**src/rtl/tss_ram.sv**
```systemverilog
// -----------------------------------------------------------------------------
// Generic RAM
// Single write port, single registered read port.
// -----------------------------------------------------------------------------
module tss_ram #(
   parameter int WIDTH = 8,
   parameter int DEPTH = 16
) (
   input  logic                     clock,
   input  logic                     wr_en,
   input  logic [$clog2(DEPTH)-1:0] wr_addr,
   input  logic [WIDTH-1:0]         wr_data,
   input  logic [$clog2(DEPTH)-1:0] rd_addr,
   output logic [WIDTH-1:0]         rd_data
);

   logic [WIDTH-1:0] mem_ff [DEPTH];
   logic [WIDTH-1:0] rd_data_ff;

   // Write and registered read.
   always_ff @(posedge clock) begin
      if (wr_en) begin
         mem_ff[wr_addr] <= wr_data;
      end
      rd_data_ff <= mem_ff[rd_addr];
   end

   assign rd_data = rd_data_ff;

endmodule

```
**config.mk**
```make
export PLATFORM = sky130hd
export DESIGN_NAME = tss_ram
export DESIGN_NICKNAME = d
export VERILOG_FILES = /design/src/rtl/tss_ram.sv
export SDC_FILE = /design/constraint.sdc
export NUM_CORES = 1
export LEC_CHECK = 0
export ABC_AREA = 1
export BUFFER_PORTS_ARGS = -buffer_cell sky130_fd_sc_hd__buf_2
export CELL_PAD_IN_SITES_DETAIL_PLACEMENT = 0
export CELL_PAD_IN_SITES_GLOBAL_PLACEMENT = 1
export CORE_ASPECT_RATIO = 0.8
export CORE_MARGIN = 2
export CORE_UTILIZATION = 45
export CTS_BUF_LIST = sky130_fd_sc_hd__clkbuf_4
export CTS_CLUSTER_SIZE = 20
export DETAILED_ROUTE_END_ITERATION = 7
export GPL_ROUTABILITY_DRIVEN = 0
export PLACE_DENSITY_LB_ADDON = 0.1
export SYNTH_ARGS = -nofsm -noshare
export SYNTH_HDL_FRONTEND = slang
export SYNTH_SLANG_ARGS = --single-unit
```
**constraint.sdc**
```tcl
create_clock -name clock -period 2.2 [get_ports clock]
set_input_delay 0.22 -clock clock [delete_from_list [all_inputs] [get_ports clock]]
set_output_delay 0.22 -clock clock [all_outputs]
set_load 0.1 [all_outputs]
```
* Word level (Yosys, flattened, before mapping)
Memories as Yosys holds them, arrays and structs flattened. A register that Yosys moved wholly into a read port is not among the register bits.
Cells that the tools add are included.
** Word-level totals
- Flip-flop bits (word level) :: 0
- Input port bits :: 18
- Memories :: 1
- Output and inout port bits :: 8
- Memory bits (writable) :: 128
- Word-level logic and storage cells :: 3
** Operators by class
- Mux-type cells :: 2
** Memories
- mem_ff :: depth 16, bits a word 8, read ports 1, clocked after memory_dff 1, write ports 1, line 17 : logic [WIDTH-1:0] mem_ff [DEPTH];
** Operators by type and width (count)
- 1-bit two-way mux :: 2

* Logic depth before layout (Yosys ltp)
Gate-level depths: netlist (run 1).
- Word-level depth :: 2
- Depth in mapped cells :: 8
- Gate-level depth less buffers :: 7

* Least setup slack after synthesis (run 1)
No wires, ideal clock.
- Kind :: in2reg
- From :: in wr_addr[2]
- To :: mem mem_ff[10][0], enable pin
- Path slack :: 1.029 ns
- Stages on the path :: 2
- Arrival :: 0.801 ns
- Setup time :: 0.370 ns
- Path buffers :: 0
- Cells stage by stage :: nand3b_1 nor2_1
** RTL lines
- start: declaration :: line 11 : input logic [$clog2(DEPTH)-1:0] wr_addr,
- end: declaration :: line 17
No word-level cell before the write port.

* Worst setup path after layout (run 1)
- From :: reg rd_data_ff[4] (netlist: rd_data[4]), read port of mem_ff
- To :: out rd_data[4]
** RTL lines
- start: declaration :: line 18 : logic [WIDTH-1:0] rd_data_ff;
- end: declaration :: line 14 : output logic [WIDTH-1:0] rd_data
No word-level cell between the ends.

==> results by group, run 1 <==
Run status
  – Outcome: finished, final reports clean

Job
  – Max Cap Viol: 0

Critical path
  – Critical Path Sink Type: output port
  – Max FO, Critical Path: 1
  – Slowest cell on crit path: buf_2
  – Crit path max-delay family: buffers and inverters
  – Stages on the worst setup path: 1
  – Critical path arrival: 1.40 ns
  – Critical Path Start Type: flip-flop
  – WP data required: roughly 2.0 ns
  – Largest stage delay, worst path: 0.45 ns
  – Setup Crit Path Kind: reg2out
  – Critical path cell sequence: buf_2
  – Crit path buf inv count: 1
  – Worst r2r path cells: 6

Layout
  – Area Growth Syn to Fin: 10.0%
  – Ant. Diodes: 0
  – Nets: 604
  – Layout cells sized above 1: 11.2%
  – Post-route design area: 0.00634 mm²
  – Fillers: 1174

Logic synthesis
  – Syn Std Cell Area: 0.00577 mm²
  – Ys Warns: 0
  – Avg Cell Area, Syn: around 10 µm²
  – Synthesis-stage register bit count: 136
  – Largest family of logic cells by synthesized area: simple AND/OR/NAND/NOR gates
  – Post-synth net total: 569
  – Mux contribution to synthesized area: 0%
  – Distinct cell type count after synthesis: 12
  – Post-synthesis compound-gate area fraction: 0%
  – Post-synthesis xor/xnor area fraction: 0%
  – Simple-gate share of the synthesized area: 21.0%
  – Sequential area share after synthesis: 69.4%
  – Synth Area in Adders: 0%
  – Post-synthesis instance total: 551

Timing
  – Final Slew Violations: 0
  – Final setup fails: 0
  – Setup_tns: 0 ns
  – Slew margin rel.: about 37%
  – Fmax: 0.619 GHz
  – Final Cycle Share: between 70 and 80%
  – Layout Skew: approximately 0.014 ns
  – Worst slew pin tran: approximately 0.94 ns
  – RSZ-0062 raised after global routing: no
  – Final hold vios: 0
  – Period minus WS final: 1.62 ns

Placed design
  – HPWL after detailed placement: 8.42 mm
  – Port bufs: 25
  – Post-Place Cell Area: 0.00606 mm²

Global route
  – Global route overflow: 0
  – GRT Util Overall: 22.1%
  – Largest net degree at the start of global routing: 65
  – Initial antenna violation count: 0
  – First-pass GRT wire length: about 21 mm
  – Vias in the first global route: 3555

Floorplan
  – Floorplan row count: 36
  – Die Height: 105 µm
  – Initial Util: 46.7%
  – Core box area: ~0.012 mm²
  – # IOs: 26
  – Die W: approximately 130 µm
  – Die area: 0.0137 mm²

Clocking
  – Clock sink count: 136
  – Clock buffer depth: 2
  – Post-CTS setup buffer count: 0
  – CTS Buf Count: 17
  – Hold buffer count at cts: 0
  – Post-cts repair resize count: 0
  – Root Buffer: clkbuf_4
  – CTS H-tree depth: 4
  – CTS clk-pin slew, worst paths: 0.12 ns
  – Insertion delay to the later sink of the worst-skew pair: 0.55 ns
  – TritonCTS clock tree: done

Pwr
  – PD cells: between 700 and 800 mW/mm²
  – Maximum vdd drop: 0.394 mV
  – P_leak: 2.75 nW

Detailed routing
  – Total Wirelength: 13.9 mm
  – Via count: 3768
  – Detailed Route Iter0 Violations: 345
  – Pre-Repair DR Iteration Count: 5
  – Antenna violation net count after detailed routing: 0
  – Vias per inst: 4.89
  – Wire per inst: 18.0 µm
  – DRC viols: 0

Min path
  – Hold crit path type: in2reg
  – Hold Path Stages: 1
-- synth_stat cells (all sizes together) --
library cell	n	area (µm²)
nand2	173	649
edfxtp	128	3840
inv	102	383
nand3	97	485
buf	24	166
nor2	17	63.8
dfxtp	8	160
nand3b	2	15.0
-- power breakdown --
| part | total, mW | internal (mW) | switching [mW] |
|---|---|---|---|
| logic | 0.473 | 0.101 | 0.371 |
| registers | 2.91 | 2.89 | 0.0207 |
| clock network | 1.65 | 0.784 | 0.871 |
| total | 5.04 | 3.78 | 1.26 |
-- worst paths after layout --
kind | end | start | slack, ns
hold / removal | mem_ff[4][4] | wr_data[4] | 0.08
setup / recovery | rd_data[4] | rd_data[4] | 0.58
setup reg to reg | rd_data[0] | mem_ff[7][0] | 1.14
hold reg to reg | rd_data[4] | mem_ff[14][4] | 0.67
-- cells by family (layout without fill, tap and decap cells) --
logic type / Yosys count / in the layout
buffers and inverters: 126 / 174
flip-flops: 136 / 136
AND/OR/NAND/NOR: 289 / 289
-- flip-flops by register name, indices dropped and copies added (netlist names) --
name,count
mem_ff,128
rd_data,8
-- stage by stage --
stage / std cells / utilization (%) / worst slack, ns / total power [mW] / hold slack (ns)
6_report: 770 / 51.4 / 0.585 / 5.04 / 0.0757
5_1_grt: 770 / 51.4 / 0.539 / 5.24 / 0.0374
4_1_cts: 769 / 51.3 / 0.550 / 5.08 / 0.00158
3_5_place_dp: 737 / 49.1 / 0.562 / 3.45 / 0.598
3_3_place_gp: 737 / 49.1 / 0.574 / 3.45 / 0.593
2_1_floorplan: 551 / - / 1.03 / 3.29 / 0.319
-- cells in the final DEF, fill, tap and decap left out, drive strengths merged --
master and instances:
edfxtp 128, nand2 173, nor2 17, clkbuf 19
dlygate4sd3 1, nand3b 2, nand3 97, inv 102
buf 39, dfxtp 8, bufinv 3, clkinv 9
clkinvlp 1
-- layer usage --
metal  vias up  GRT usage (%)  wire, µm
met5         -              0         0
met4         0           7.29       201
met3        14           5.08       856
met2       124           30.5      6010
met1      1787           34.5      6790
li1       1843              -         -
-- area by class of cell --
cell class                 instances  area [µm²]  area share [%]
sequential                       136        4000            63.1
clock inverter                    13         135            2.13
inverter                         102         383            6.03
tap                              171         214            3.37
clock buffer                      19         143            2.25
timing repair buffer              40         253            3.98
multi-input combinational        289        1210            19.1
(Power assumes the default switching activity.)
==> inputs of run 2 (changes only) <==
- clock period: 2.2 -> 1.52 ns (I/O delays scaled with it)
==> run 2 against run 1 <==
Against the previous run: flip-flop and latch count unchanged; critical path type unchanged; die area unchanged; routed wire length down 8.8%; setup slack worse by 0.47 ns; global-route usage down 2.1 points; first-iteration DRC count down 23%; sequential power up 45%; critical path depth unchanged; cell area up 2.0%; critical endpoint is now rd_data[5].
==> results by group, run 2 (synthesis gave the netlist of run 1 again) <==
Detailed routing
  – Vias per inst: 4.83 (-1.4%)
  – Antenna violation net count after detailed routing: 0 (unchanged)
  – Total Wirelength: 12.6 mm (-8.8%)
  – Pre-Repair DR Iteration Count: 4 (-1)
  – Via count: 3793 (+0.66%)
  – DRC viols: 0 (unchanged)
  – Detailed Route Iter0 Violations: 264 (-23%)
  – Wire per inst: 16.1 µm (-11%)

Timing
  – Setup WS post-layout: 0.111 ns (-0.474 ns)
  – Final hold vios: 0 (unchanged)
  – Final Slew Violations: 0 (unchanged)
  – Setup_tns: 0 ns (unchanged)
  – Final setup fails: 0 (unchanged)
  – RSZ-0062 raised after global routing: no
  – Slew margin rel.: 67.5% (+30 points)
  – Fmax: 0.710 GHz
  – Worst slew pin tran: 0.491 ns (-0.447 ns)
  – Layout Skew: 0.0219 ns (+0.00784 ns)
  – Final Cycle Share: 92.7%
  – Period minus WS final: 1.41 ns

Layout
  – Most common cell after layout, fill and taps aside: nand2_1
  – Ant. Diodes: 0 (unchanged)
  – Max FFs per register: 128 (unchanged)
  – Nets: 620 (+2.6%)
  – Non-filler cells, final: 786 (+2.1%)
  – Most flop-heavy register: mem_ff
  – Fillers: 1143 (-2.6%)
  – Layout cells sized above 1: 12.2% (+1.0 points)
  – Area Growth Syn to Fin: 12.3%
  – Leading cell types in the layout, fill and taps excluded: 173 x nand2_1, 128 x edfxtp_1, 100 x inv_1

Run status
  – Outcome: finished, final reports clean

Critical path
  – End of the critical path: rd_data[5]
  – Critical path cell sequence: buf_2
  – Critical Path Start Type: flip-flop
  – WP data required: 1.37 ns (-0.61 ns)
  – Stages on the worst setup path: 1 (unchanged)
  – Worst r2r src: mem_ff[9][3]
  – Worst r2r path cells: 6 (unchanged)
  – Worst Setup SP: rd_data[5]
  – Crit path max-delay family: buffers and inverters
  – Crit path buf inv count: 1 (unchanged)
  – Slowest cell on crit path: buf_2
  – Largest stage delay, worst path: 0.42 ns (-0.03 ns)
  – Critical R2R Capture: rd_data[3]
  – Critical Path Sink Type: output port
  – Setup Crit Path Kind: reg2out
  – R2r setup slk: 0.54 ns (-0.60 ns)
  – Max FO, Critical Path: 1 (unchanged)
  – Critical path arrival: 1.26 ns (-0.14 ns)

Floorplan
  – Floorplan row count: 36 (unchanged)
  – Die W: 131 µm (unchanged)
  – # IOs: 26 (unchanged)
  – Die Height: 105 µm (unchanged)
  – Die area: 0.0137 mm² (unchanged)
  – Core box area: 0.0123 mm² (unchanged)
  – Initial Util: 46.7% (unchanged)

Pwr
  – Maximum vdd drop: 0.600 mV (+52%)
  – Tot Pwr: 6.77 mW (+34%)
  – P_leak: 2.82 nW (+2.6%)
  – PD cells: 1050 mW/mm² (+32%)

Global route
  – GRT Util Overall: 20.0% (-2.1 points)
  – Vias in the first global route: 3710 (+4.4%)
  – Initial antenna violation count: 0 (unchanged)
  – Largest net degree at the start of global routing: 65 (unchanged)
  – Global route overflow: 0 (unchanged)
  – First-pass GRT wire length: 19.7 mm (-7.9%)

Clocking
  – Clock sink count: 136 (unchanged)
  – TritonCTS clock tree: done
  – CTS clk-pin slew, worst paths: 0.11 ns (about the same)
  – CTS H-tree depth: 4 (unchanged)
  – Root Buffer: clkbuf_4
  – Clock buffer depth: 2 (unchanged)
  – CTS Buf Count: 17 (unchanged)
  – Insertion delay to the later sink of the worst-skew pair: 0.54 ns (about the same)

Placed design
  – Worst slack, placed: 0.280 ns (-0.282 ns)
  – HPWL after detailed placement: 7.85 mm (-6.8%)
  – Port bufs: 25 (unchanged)
  – Inst Count DP: 746 (+1.2%)

Job
  – Max Cap Viol: 0 (unchanged)

Min path
  – Hold crit path type: in2reg
run 2: metrics by stage:
stage | utilization (%) | hold WS [ns] | area (µm²)
final | 52.5 | 0.0338 | 6470
after global routing | 52.5 | 0.00807 | 6470
after CTS | 52.4 | 0.00343 | 6470
after detailed placement | 50.0 | 0.549 | 6170
after global placement | 50.0 | 0.548 | 6170
after floorplan | - | 0.251 | 5770
run 2: layer usage:
| metal | share of wire [%] | GRT usage, % | vias to the layer above |
|---|---|---|---|
| li1 | - | - | 1878 |
| met1 | 48 | 27.8 | 1832 |
| met5 | 0 | 0 | - |
| met3 | 4.9 | 5.03 | 15 |
| met4 | 1.3 | 6.08 | 0 |
| met2 | 46 | 31.2 | 68 |
run 2: cell type report:
type	count	area [µm²]	area share, %
Inverter	102	383	5.91
Clock buffer	23	173	2.67
Tap cell	171	214	3.30
Clock inverter	9	36.3	0.560
Sequential cell	136	4000	61.8
Multi-Input combinational cell	289	1210	18.7
Timing Repair Buffer	56	450	6.96
run 2: report_power, final:
| part | internal [mW] | switching, mW | total, mW | leakage [nW] |
|---|---|---|---|---|
| Clock | 0.712 | 1.14 | 1.85 | 0.125 |
| Sequential | 4.18 | 0.0277 | 4.21 | 1.22 |
| Combinational | 0.187 | 0.519 | 0.706 | 1.47 |
| Total | 5.08 | 1.68 | 6.77 | 2.82 |
run 2: how the worst min path moves through the flow:
stage	slack, ns	depth (start not counted)	end	start
5_1_grt	0.008	1	mem_ff[14][2]	wr_data[2]
4_1_cts	0.003	1	mem_ff[14][2]	wr_data[2]
3_3_place_gp	0.55	3	rd_data[4]	rd_addr[3]
2_1_floorplan	0.25	0	mem_ff[0][0]	wr_data[0]
6_report	0.03	1	mem_ff[14][2]	wr_data[2]
3_5_place_dp	0.55	3	rd_data[4]	rd_addr[3]
run 2: repair_timing:
action | 4_1_cts | 5_1_grt
resized for setup | 3 | 1
buffers inserted | 0 | 0
endpoints found under the hold margin | 85 | 0
endpoints found under the setup margin | 3 | 1
hold buffers | 8 | 0
==> inputs of run 3 (changes only) <==
- CELL_PAD_IN_SITES_DETAIL_PLACEMENT: 0 -> 1
- CELL_PAD_IN_SITES_GLOBAL_PLACEMENT: 1 -> 2
- CORE_UTILIZATION: 45 -> 37
==> run 3 against run 2 <==
Against the previous run: via count grew 1.4%; hold slack gained 0.035 ns; routed wire length grew 19%; final cell count grew 5.9%; sequential share of layout area shrank 1.1 points; core utilization shrank 8.8 points; sequential power is essentially flat; total power grew 5.1%; maximum frequency shrank 2.4%; clock-buffer cell count shrank 2; combinational power grew 5.1%; critical path type unchanged; clock skew grew 0.0011 ns.
==> results by group, run 3 (synthesis gave the netlist of run 1 again) <==
Run status
  – Outcome: finished, final reports clean

Detailed routing
  – Via count: 3845 (+1.4%)
  – Total Wirelength: 15.0 mm (+19%)
  – DRC viols: 0 (unchanged)
  – Vias per inst: 4.62 (-4.2%)
  – Wire per inst: 18.0 µm (+12%)
  – Antenna violation net count after detailed routing: 0 (unchanged)
  – Pre-Repair DR Iteration Count: 4 (unchanged)
  – Detailed Route Iter0 Violations: 176 (-33%)

Layout
  – Area Growth Syn to Fin: 14.3%
  – Leading cell types in the layout, fill and taps excluded: 173 x nand2_1, 128 x edfxtp_1, 100 x inv_1
  – Nets: 627 (+1.1%)
  – Layout cells sized above 1: 13.7% (+1.5 points)
  – Fillers: 1730 (+51%)
  – Most common cell after layout, fill and taps aside: nand2_1
  – Most flop-heavy register: mem_ff
  – Max FFs per register: 128 (unchanged)
  – Ant. Diodes: 0 (unchanged)

Pwr
  – Seq pwr share: 59.2% (-3.0 points)
  – Combinational share of power: 10.4% (about the same)
  – Switch share: 26.5% (+1.6 points)
  – PD cells: 1080 mW/mm² (+3.2%)
  – Maximum vdd drop: 0.623 mV (+4.0%)
  – P_int: 5.23 mW (+2.8%)
  – P_leak: 2.87 nW (+1.7%)
  – Clock power share: 30.4% (+3.1 points)
  – NetSw: 1.88 mW (+12%)

Global route
  – GRT Util Overall: 19.6% (-0.42 points)
  – Initial antenna violation count: 0 (unchanged)
  – Global route overflow: 0 (unchanged)
  – Largest net degree at the start of global routing: 65 (unchanged)
  – Vias in the first global route: 3987 (+7.5%)
  – First-pass GRT wire length: 23.2 mm (+17%)

Critical path
  – Crit path max-delay family: buffers and inverters
  – Max FO, Critical Path: 1 (unchanged)
  – WP data required: 1.37 ns (about the same)
  – Critical Path Sink Type: output port
  – Largest stage delay, worst path: 0.41 ns (about the same)
  – Critical path cell sequence: buf_2
  – Setup Crit Path Kind: reg2out
  – Critical path arrival: 1.29 ns (+0.03 ns)
  – Critical Path Start Type: flip-flop
  – Crit path buf inv count: 1 (unchanged)
  – Slowest cell on crit path: buf_2

Timing
  – Final Cycle Share: 95.0% (+2.3 points)
  – Worst slew pin tran: 0.490 ns (-0.000589 ns)
  – Hold WS: 0.0687 ns (+0.0349 ns)
  – Fmax: 0.693 GHz (-2.4%)
  – Final setup fails: 0 (unchanged)
  – Layout Skew: 0.0230 ns (+0.00112 ns)
  – RSZ-0062 raised after global routing: no
  – Final hold vios: 0 (unchanged)
  – Slew margin rel.: 67.3% (-0.22 points)
  – Setup_tns: 0 ns (unchanged)
  – Final Slew Violations: 0 (unchanged)
  – Period minus WS final: 1.44 ns (+0.0348 ns)

Floorplan
  – Floorplan row count: 40 (+11%)
  – Die area: 0.0166 mm² (+21%)
  – Core box area: 0.0151 mm² (+22%)
  – Die Height: 116 µm (+9.9%)
  – Die W: 144 µm (+10%)
  – # IOs: 26 (unchanged)
  – Initial Util: 38.2% (-8.6 points)

Placed design
  – HPWL after detailed placement: 9.32 mm (+19%)
  – Port bufs: 25 (unchanged)

Clocking
  – Post-CTS setup buffer count: 0 (unchanged)
  – TritonCTS clock tree: done
  – Clock buffer depth: 2 (unchanged)
  – Clock sink count: 136 (unchanged)
  – CTS clk-pin slew, worst paths: 0.12 ns (about the same)
  – CTS Buf Count: 17 (unchanged)
  – Insertion delay to the later sink of the worst-skew pair: 0.55 ns (about the same)
  – Root Buffer: clkbuf_4
  – CTS H-tree depth: 4 (unchanged)

Job
  – Max Cap Viol: 0 (unchanged)

Min path
  – Hold crit path type: in2reg
run 3: timing repair:
item                       in CTS  in global routing
setup endpoints to repair       2                  1
hold endpoints to repair      105                  1
resized for setup               2                  1
hold buffers                    7                  1
run 3: path summary, 6_finish.rpt:
check / slack, ns / start / endpoint / cells after the start
max: 0.08 / rd_data[3] / rd_data[3] / 1
min: 0.07 / rd_addr[3] / rd_data[3] / 4
max reg2reg: 0.47 / mem_ff[6][6] / rd_data[6] / 6
min reg2reg: 0.68 / mem_ff[13][5] / rd_data[5] / 6
run 3: per-layer routing:
metal  part of all wire [%]  vias to the layer above  track usage [%]  wire (µm)
met4                    1.7                        0             6.67        252
met5                      0                        -                0          0
met1                     50                     1880             28.0       7560
li1                       -                     1890                -          -
met3                    3.5                       19             4.05        521
met2                     44                       56             30.0       6660
run 3: area by class of cell:
cell class | instances | area (µm²) | share of cell area [%]
clock buffer | 21 | 158 | 2.39
clock inverter | 11 | 82.6 | 1.25
inverter | 102 | 383 | 5.81
multi-input combinational | 289 | 1210 | 18.4
sequential | 136 | 4000 | 60.7
tap | 210 | 263 | 3.99
timing repair buffer | 63 | 488 | 7.40
run 3: per-stage QoR:
| stage | setup WS (ns) | area [µm²] | util, % | power [mW] | std cells |
|---|---|---|---|---|---|
| 3_5_place_dp | 0.219 | 6260 | 41.4 | 5.03 | 792 |
| 6_report | 0.0765 | 6590 | 43.6 | 7.11 | 832 |
| 4_1_cts | 0.0110 | 6580 | 43.5 | 7.20 | 831 |
| 5_1_grt | 0.0167 | 6590 | 43.6 | 7.40 | 832 |
| 3_3_place_gp | 0.230 | 6260 | 41.4 | 5.02 | 792 |
| 2_1_floorplan | 0.417 | 5770 | - | 4.76 | 551 |
run 3: power by group through the flow:
stage | Sequential (mW) | Clock, mW | Combinational, mW
5_1_grt | 4.22 | 2.37 | 0.815
3_5_place_dp | 4.30 | 0 | 0.731
2_1_floorplan | 4.47 | 0 | 0.296
4_1_cts | 4.21 | 2.24 | 0.753
3_3_place_gp | 4.29 | 0 | 0.724
6_report | 4.21 | 2.16 | 0.742
